[src/ttrc_pkg.sv]
package ttrc_pkg;

    // Recurrence constants
    localparam logic [7:0]  ALPHA_STEP   = 8'd17;
    localparam logic [7:0]  BETA_STEP    = 8'd31;
    localparam logic [15:0] FIRST_OFFSET = 16'd7;
    localparam logic [15:0] MODULUS      = 16'hFFFF;

    // Work queue depth
    localparam int unsigned QUEUE_DEPTH = 2;

    // One classified byte on its way from the front to the back end
    typedef struct packed {
        logic [7:0] data_byte;
        logic       first_byte;
        logic       last_byte;
        logic [7:0] alpha;
        logic [7:0] beta;
    } item_t;

endpackage

[src/ttrc_in_if.sv]
interface ttrc_in_if;
    logic       valid;
    logic       ready;
    logic [7:0] data_byte;
    logic       first_byte;
    logic       last_byte;

    modport source (output valid, output data_byte, output first_byte, output last_byte,
                    input ready);
    modport sink   (input valid, input data_byte, input first_byte, input last_byte,
                    output ready);
endinterface

[src/ttrc_out_if.sv]
interface ttrc_out_if;
    logic        valid;
    logic        ready;
    logic [15:0] checksum;
    logic        final_res;

    modport source (output valid, output checksum, output final_res, input ready);
    modport sink   (input valid, input checksum, input final_res, output ready);
endinterface

[src/ttrc_front.sv]
module ttrc_front (
    input  logic            clk,
    input  logic            rst_n,
    ttrc_in_if.sink         msg,
    output logic            push_valid,
    input  logic            push_ready,
    output ttrc_pkg::item_t push_item
);

    logic [7:0] pos_reg;
    logic [7:0] pos_next;
    logic       accept;

    assign accept     = msg.valid && push_ready;
    assign msg.ready  = push_ready;
    assign push_valid = msg.valid;

    // Position factors, both taken mod 256
    always_comb
    begin
        push_item.data_byte  = msg.data_byte;
        push_item.first_byte = msg.first_byte;
        push_item.last_byte  = msg.last_byte;
        push_item.alpha      = 8'(pos_reg * ttrc_pkg::ALPHA_STEP);
        push_item.beta       = 8'(pos_reg * ttrc_pkg::BETA_STEP);
    end

    // A first byte restarts the count: the next byte sits at position 1
    always_comb
    begin
        pos_next = pos_reg;
        if (accept)
        begin
            if (msg.first_byte)
                pos_next = 8'd1;
            else
                pos_next = pos_reg + 8'd1;
        end
    end

    always_ff @(posedge clk or negedge rst_n)
    begin
        if (!rst_n)
            pos_reg <= 8'd0;
        else
            pos_reg <= pos_next;
    end

endmodule

[src/ttrc_queue.sv]
module ttrc_queue (
    input  logic            clk,
    input  logic            rst_n,
    input  logic            push_valid,
    output logic            push_ready,
    input  ttrc_pkg::item_t push_item,
    output logic            pop_valid,
    input  logic            pop_ready,
    output ttrc_pkg::item_t pop_item
);

    localparam int unsigned PTR_W = $clog2(ttrc_pkg::QUEUE_DEPTH);
    localparam int unsigned CNT_W = $clog2(ttrc_pkg::QUEUE_DEPTH + 1);

    ttrc_pkg::item_t  entry_reg [ttrc_pkg::QUEUE_DEPTH];
    logic [PTR_W-1:0] wr_ptr_reg;
    logic [PTR_W-1:0] rd_ptr_reg;
    logic [CNT_W-1:0] count_reg;
    logic [CNT_W-1:0] count_next;
    logic             do_push;
    logic             do_pop;

    assign push_ready = count_reg != CNT_W'(ttrc_pkg::QUEUE_DEPTH);
    assign pop_valid  = count_reg != '0;
    assign do_push    = push_valid && push_ready;
    assign do_pop     = pop_valid && pop_ready;
    assign pop_item   = entry_reg[rd_ptr_reg];

    always_comb
    begin
        count_next = count_reg;
        if (do_push && !do_pop)
            count_next = count_reg + CNT_W'(1);
        else if (do_pop && !do_push)
            count_next = count_reg - CNT_W'(1);
    end

    // Pointers and fill count
    always_ff @(posedge clk or negedge rst_n)
    begin
        if (!rst_n)
        begin
            wr_ptr_reg <= '0;
            rd_ptr_reg <= '0;
            count_reg  <= '0;
        end
        else
        begin
            if (do_push)
                wr_ptr_reg <= (wr_ptr_reg == PTR_W'(ttrc_pkg::QUEUE_DEPTH - 1)) ?
                              '0 : wr_ptr_reg + PTR_W'(1);
            if (do_pop)
                rd_ptr_reg <= (rd_ptr_reg == PTR_W'(ttrc_pkg::QUEUE_DEPTH - 1)) ?
                              '0 : rd_ptr_reg + PTR_W'(1);
            count_reg <= count_next;
        end
    end

    // Entry storage, no reset needed
    always_ff @(posedge clk)
    begin
        if (do_push)
            entry_reg[wr_ptr_reg] <= push_item;
    end

endmodule

[src/ttrc_back.sv]
module ttrc_back (
    input  logic            clk,
    input  logic            rst_n,
    input  logic            pop_valid,
    output logic            pop_ready,
    input  ttrc_pkg::item_t pop_item,
    ttrc_out_if.source      sum
);

    logic [15:0] older_reg;
    logic [15:0] newer_reg;
    logic        out_valid_reg;
    logic [15:0] checksum_reg;
    logic        final_reg;

    logic [8:0]  factor;
    logic [24:0] plus;
    logic [23:0] minus;
    logic [25:0] diff;
    logic        neg;
    logic [24:0] mag;
    logic [16:0] fold;
    logic [15:0] rem;
    logic [15:0] step_term;
    logic [15:0] term_next;
    logic        load;

    assign pop_ready     = !out_valid_reg || sum.ready;
    assign load          = pop_valid && pop_ready;
    assign sum.valid     = out_valid_reg;
    assign sum.checksum  = checksum_reg;
    assign sum.final_res = final_reg;

    // D = (byte + alpha) * newer - beta * older, reduced mod 65535.
    // For D < 0 the result is (D + 1) mod 65535; ~D equals -(D + 1).
    always_comb
    begin
        factor = 9'(pop_item.data_byte) + 9'(pop_item.alpha);
        plus   = 25'(factor) * 25'(newer_reg);
        minus  = 24'(pop_item.beta) * 24'(older_reg);
        diff   = {1'b0, plus} - {2'b0, minus};
        neg    = diff[25];
        mag    = neg ? ~diff[24:0] : diff[24:0];
        // 2^16 = 1 mod 65535: fold the high part onto the low part
        fold   = 17'(mag[24:16]) + 17'(mag[15:0]);
        rem    = (fold >= 17'(ttrc_pkg::MODULUS)) ?
                 16'(fold - 17'(ttrc_pkg::MODULUS)) : fold[15:0];
        if (!neg)
            step_term = rem;
        else if (rem == 16'd0)
            step_term = 16'd0;
        else
            step_term = ttrc_pkg::MODULUS - rem;

        if (pop_item.first_byte)
            term_next = 16'(pop_item.data_byte) + ttrc_pkg::FIRST_OFFSET;
        else
            term_next = step_term;
    end

    // Recurrence terms
    always_ff @(posedge clk or negedge rst_n)
    begin
        if (!rst_n)
        begin
            older_reg <= 16'd1;
            newer_reg <= 16'd1;
        end
        else if (load)
        begin
            older_reg <= pop_item.first_byte ? 16'd1 : newer_reg;
            newer_reg <= term_next;
        end
    end

    // Output register
    always_ff @(posedge clk or negedge rst_n)
    begin
        if (!rst_n)
            out_valid_reg <= 1'b0;
        else if (load)
            out_valid_reg <= 1'b1;
        else if (sum.ready)
            out_valid_reg <= 1'b0;
    end

    always_ff @(posedge clk)
    begin
        if (load)
        begin
            checksum_reg <= term_next;
            final_reg    <= pop_item.last_byte;
        end
    end

endmodule

[src/three_term_recurrence_checksum_core.sv]
// Channel | Dir | Beat fields
// msg     | in  | data_byte[7:0], first_byte, last_byte
// sum     | out | checksum[15:0], final_res
//
// One beat per cycle sustained while sum.ready stays high; each byte yields one result beat.
// Between msg acceptance and sum valid a byte passes the queue entry, then the result register.
// The back end computes each term update in combinational logic (two narrow multiplies and a fold).
// rst_n is asynchronous: terms reset to 1, position to 0, queue and output empty.
// A stalled sum side fills the two-entry queue before msg.ready drops.
module three_term_recurrence_checksum_core (
    input  logic  clk,
    input  logic  rst_n,
    ttrc_in_if.sink    msg,
    ttrc_out_if.source sum
);

    logic            push_valid;
    logic            push_ready;
    ttrc_pkg::item_t push_item;
    logic            pop_valid;
    logic            pop_ready;
    ttrc_pkg::item_t pop_item;

    ttrc_front u_front (
        .clk        (clk),
        .rst_n      (rst_n),
        .msg        (msg),
        .push_valid (push_valid),
        .push_ready (push_ready),
        .push_item  (push_item)
    );

    ttrc_queue u_queue (
        .clk        (clk),
        .rst_n      (rst_n),
        .push_valid (push_valid),
        .push_ready (push_ready),
        .push_item  (push_item),
        .pop_valid  (pop_valid),
        .pop_ready  (pop_ready),
        .pop_item   (pop_item)
    );

    ttrc_back u_back (
        .clk       (clk),
        .rst_n     (rst_n),
        .pop_valid (pop_valid),
        .pop_ready (pop_ready),
        .pop_item  (pop_item),
        .sum       (sum)
    );

`ifndef NO_ASSERTIONS
    // Queue is never empty and full at once
    a_queue_state: assert property (@(posedge clk) disable iff (!rst_n)
        push_ready || pop_valid)
        else $error("queue reports empty and full together");

    // A first byte restarts the recurrence at byte plus offset
    a_first_term: assert property (@(posedge clk) disable iff (!rst_n)
        (pop_valid && pop_ready && pop_item.first_byte) |=>
        (sum.valid && sum.checksum ==
            16'($past(pop_item.data_byte)) + ttrc_pkg::FIRST_OFFSET))
        else $error("first byte checksum mismatch");

    // Checksum is always reduced below the modulus
    a_reduced: assert property (@(posedge clk) disable iff (!rst_n)
        sum.valid |-> (sum.checksum != ttrc_pkg::MODULUS))
        else $error("checksum not reduced");
`endif

endmodule
[src/flat_wrapper.sv]
// flat-port wrapper written by rule: the top's interface ports become plain ports
module three_term_recurrence_checksum_core_flat 
  (clk, rst_n, msg_valid, msg_data_byte, msg_first_byte, msg_last_byte, msg_ready, sum_valid, sum_checksum, sum_final_res, sum_ready);
  ttrc_in_if msg_i ();
  ttrc_out_if sum_i ();
  input  logic clk;
  input  logic rst_n;
  input wire logic [$bits(msg_i.valid)-1:0] msg_valid;
  input wire logic [$bits(msg_i.data_byte)-1:0] msg_data_byte;
  input wire logic [$bits(msg_i.first_byte)-1:0] msg_first_byte;
  input wire logic [$bits(msg_i.last_byte)-1:0] msg_last_byte;
  output wire logic [$bits(msg_i.ready)-1:0] msg_ready;
  output wire logic [$bits(sum_i.valid)-1:0] sum_valid;
  output wire logic [$bits(sum_i.checksum)-1:0] sum_checksum;
  output wire logic [$bits(sum_i.final_res)-1:0] sum_final_res;
  input wire logic [$bits(sum_i.ready)-1:0] sum_ready;
  assign msg_i.valid = msg_valid;
  assign msg_i.data_byte = msg_data_byte;
  assign msg_i.first_byte = msg_first_byte;
  assign msg_i.last_byte = msg_last_byte;
  assign msg_ready = msg_i.ready;
  assign sum_valid = sum_i.valid;
  assign sum_checksum = sum_i.checksum;
  assign sum_final_res = sum_i.final_res;
  assign sum_i.ready = sum_ready;
  three_term_recurrence_checksum_core u_core (.clk(clk), .rst_n(rst_n), .msg(msg_i), .sum(sum_i));
endmodule
[config.mk]
export PLATFORM = sky130hd
export DESIGN_NAME = three_term_recurrence_checksum_core_flat
export DESIGN_NICKNAME = d
export VERILOG_FILES = /design/src/ttrc_pkg.sv /design/src/ttrc_in_if.sv /design/src/ttrc_out_if.sv /design/src/ttrc_front.sv /design/src/ttrc_queue.sv /design/src/ttrc_back.sv /design/src/three_term_recurrence_checksum_core.sv /design/src/flat_wrapper.sv
export SDC_FILE = /design/constraint.sdc
export NUM_CORES = 1
export LEC_CHECK = 0
export BUFFER_PORTS_ARGS = -buffer_cell sky130_fd_sc_hd__buf_2
export CAP_MARGIN = 20
export CORE_MARGIN = 10
export CORE_UTILIZATION = 45
export CTS_BUF_LIST = sky130_fd_sc_hd__clkbuf_4 sky130_fd_sc_hd__clkbuf_8
export CTS_CLUSTER_DIAMETER = 100
export DETAILED_ROUTE_END_ITERATION = 7
export PLACE_DENSITY = 0.57
export SYNTH_ARGS = -nofsm -noshare
export SYNTH_HDL_FRONTEND = slang
export SYNTH_SLANG_ARGS = --single-unit
[constraint.sdc]
create_clock -name clk -period 21 [get_ports clk]
set_clock_uncertainty 0.05 [all_clocks]
set_input_delay 4.2 -clock clk [delete_from_list [all_inputs] [get_ports clk]]
set_output_delay 4.2 -clock clk [all_outputs]
set_load 0.05 [all_outputs]
==> results.ini <==
[synth]
synth_most_common_cell=inv_1
ys.flop_type=edfxtp_1
yosysTopAreaCell=fa_1
syn_nets=2042
async_flop_share=0.4018
ys.warnings.count=0
synth_cells=1675
yosysUniqueCellTypes=77
yosysSeqAreaShare=0.1961
synth_area_leaders=fa_1 (30%), edfxtp_1 (13%), ha_1 (9.0%), inv_1 (7.9%), dfrtp_1 (6.7%)
synthesis.area_um2=16020
synthTopCellsByCount=inv_1 (339), fa_1 (238), nand2_1 (154)
yosys_register_bits=112
syn_area_per_cell_um2=9.561
yosysTopAreaCellShare=0.2975
synth-edff-count=67

[timing]
final_max_slew_viol_count=0
finalHoldWorstSlack_ns=0.4758
rsz0062_at_grt=false
tns_ns=0
finalHoldViolCount=0
tightest_slew_ns=1.047
timing.fmax_mhz=67.73
post-route-period-util=0.7031
relSlewSlack=0.3017
period_needed_ns=14.76
setup_viol=0
setup_ws_ns=6.235

[clocking]
post_cts_buffers=0
cts_buffers=9
cts_hold_buffers=0
clockBufferDepth=2
clock-root-buffer=clkbuf_8
cts_resized=0
clk_latency_ns=0.41
cts.sinks=112
cts_tree=built
clk_pin_slew_ns=0.13
htreeDepth=3

[place]
pre_cts_ws_ns=6.114
place.gp.congestion=0.9173
port_buffers=32
detailed_place_hpwl_um=32560

[setup_path]
path_max_fanout=22
critPathMostFrequentCell=fa_1
criticalPathCategory=flop to flop
critPathArrivalTime_ns=14.86
cp-end-kind=flop
crit_required_ns=21.10
cp-start-kind=flop
cp_slowest_cell=xnor2_2
max_stage_delay_ns=0.77

[drt]
ant_nets=0
post-route-drc-count=0
wl_per_cell_um=19.12
dr.pass1.iters=7
drt-initial-drc-count=612
vias=11336
wirelength_um=40870
via_per_inst=5.302

[floorplan]
dieArea_um2=43530
die_x_um=208.7
fp.coreArea_um2=35310
io_pins=33
num_rows=69
initial_core_util=0.4536
die_h_um=208.7

[final_layout]
fillers=3362
seqCellArea_um2=3141
diodes=0
largest_reg_flops=50
layout-drive-gt1-share=0.06380
multiInputGateArea_um2=11380
syn2layout_area_growth_pct=5.469
final_core_util=0.4784
fin_nets=2039

[global_routing]
first_global_vias=12130
grt_pass1_wl_um=66710
grt_start_max_net_pins=46
gr-total-overflow=0
grt_usage=0.1933
antenna_found_initial=0

[run]
drv_cap=0

[hold_path]
hold_path_class=flop to flop

[outcome]
status=completed

-- placed cells by master, fill, tap and decap left out, types with 16 or more instances in the layout --
master	Yosys	layout
a21o_1	20	20
a21oi_1	53	53
and2_1	118	118
buf_2	2	32
dfrtp_1	43	43
edfxtp_1	67	67
fa_1	238	238
ha_1	115	115
inv_1	339	339
mux2_2	16	16
nand2_1	154	154
nand2b_1	23	23
nand3_1	19	19
nor2_1	38	36
nor2b_1	49	49
o21ai_0	29	29
xnor2_1	82	79
xor2_1	17	16
-- per-layer routing --
metal / up-vias / track usage / routed length (µm)
li1: 5272 / - / -
met1: 5760 / 0.2420 / 17280
met2: 253 / 0.3456 / 20860
met3: 51 / 0.01953 / 1695
met4: 0 / 0.05607 / 1033
met5: - / 0 / 0
-- metrics by stage --
stage                     cells  instance area, µm²
final                      2138               16890
after global routing       2138               16890
after CTS                  2135               16850
after detailed placement   2119               16650
after global placement     2118               16640
after floorplan            1675               16020
-- critical path, delay by kind of cell (launching register included) --
family | cells | cell delay (ns)
DFF | 1 | 0.40
muxes | 2 | 0.91
AOI/OAI and AO/OA | 18 | 4.16
xor gates and xnor gates | 3 | 1.08
buffers and inverters | 7 | 0.72
and+or+nand+nor | 6 | 2.55
adders and majority gates | 11 | 4.59
-- area by class of cell --
class | count | area share
Timing Repair Buffer | 50 | 0.01837
Sequential cell | 112 | 0.1859
Inverter | 339 | 0.07533
Clock inverter | 6 | 0.004148
Clock buffer | 10 | 0.008148
Tap cell | 461 | 0.03415
Multi-Input combinational cell | 1160 | 0.6739
-- cell families (layout without fill, tap and decap cells) --
kind of cell,count (synthesis),count (layout),share of synthesized area
buf+inv,403,405,0.09555
compound gates,210,210,0.09383
mux,30,30,0.02000
simple gates,467,467,0.1520
xor+xnor,100,100,0.05516
flops,112,112,0.1961
fa+ha+maj,353,353,0.3873
-- path summary, 6_finish.rpt --
path	cells past startpoint	slack [ns]	end	start
setup / recovery	47	6.24	u_core.u_back.sum.checksum[2]$_DFFE_PP_	u_core.u_queue.rd_ptr_reg$_DFFE_PN0P_
hold reg to reg	1	0.48	u_core.u_queue.wr_ptr_reg$_DFFE_PN0P_	u_core.u_queue.wr_ptr_reg$_DFFE_PN0P_
hold / removal	1	0.48	u_core.u_queue.wr_ptr_reg$_DFFE_PN0P_	u_core.u_queue.wr_ptr_reg$_DFFE_PN0P_
min in group asynchronous	2	3.85	u_core.u_back.newer_reg[4]$_DFFE_PN0P_	rst_n
max in group asynchronous	2	16.60	u_core.u_queue.count_reg[0]$_DFFE_PN0P_	rst_n
setup reg to reg	47	6.24	u_core.u_back.sum.checksum[2]$_DFFE_PP_	u_core.u_queue.rd_ptr_reg$_DFFE_PN0P_
Power is left out: the tool's default activity adds up to more than one toggle a clock period on the data nets, which glitch-free logic cannot reach.
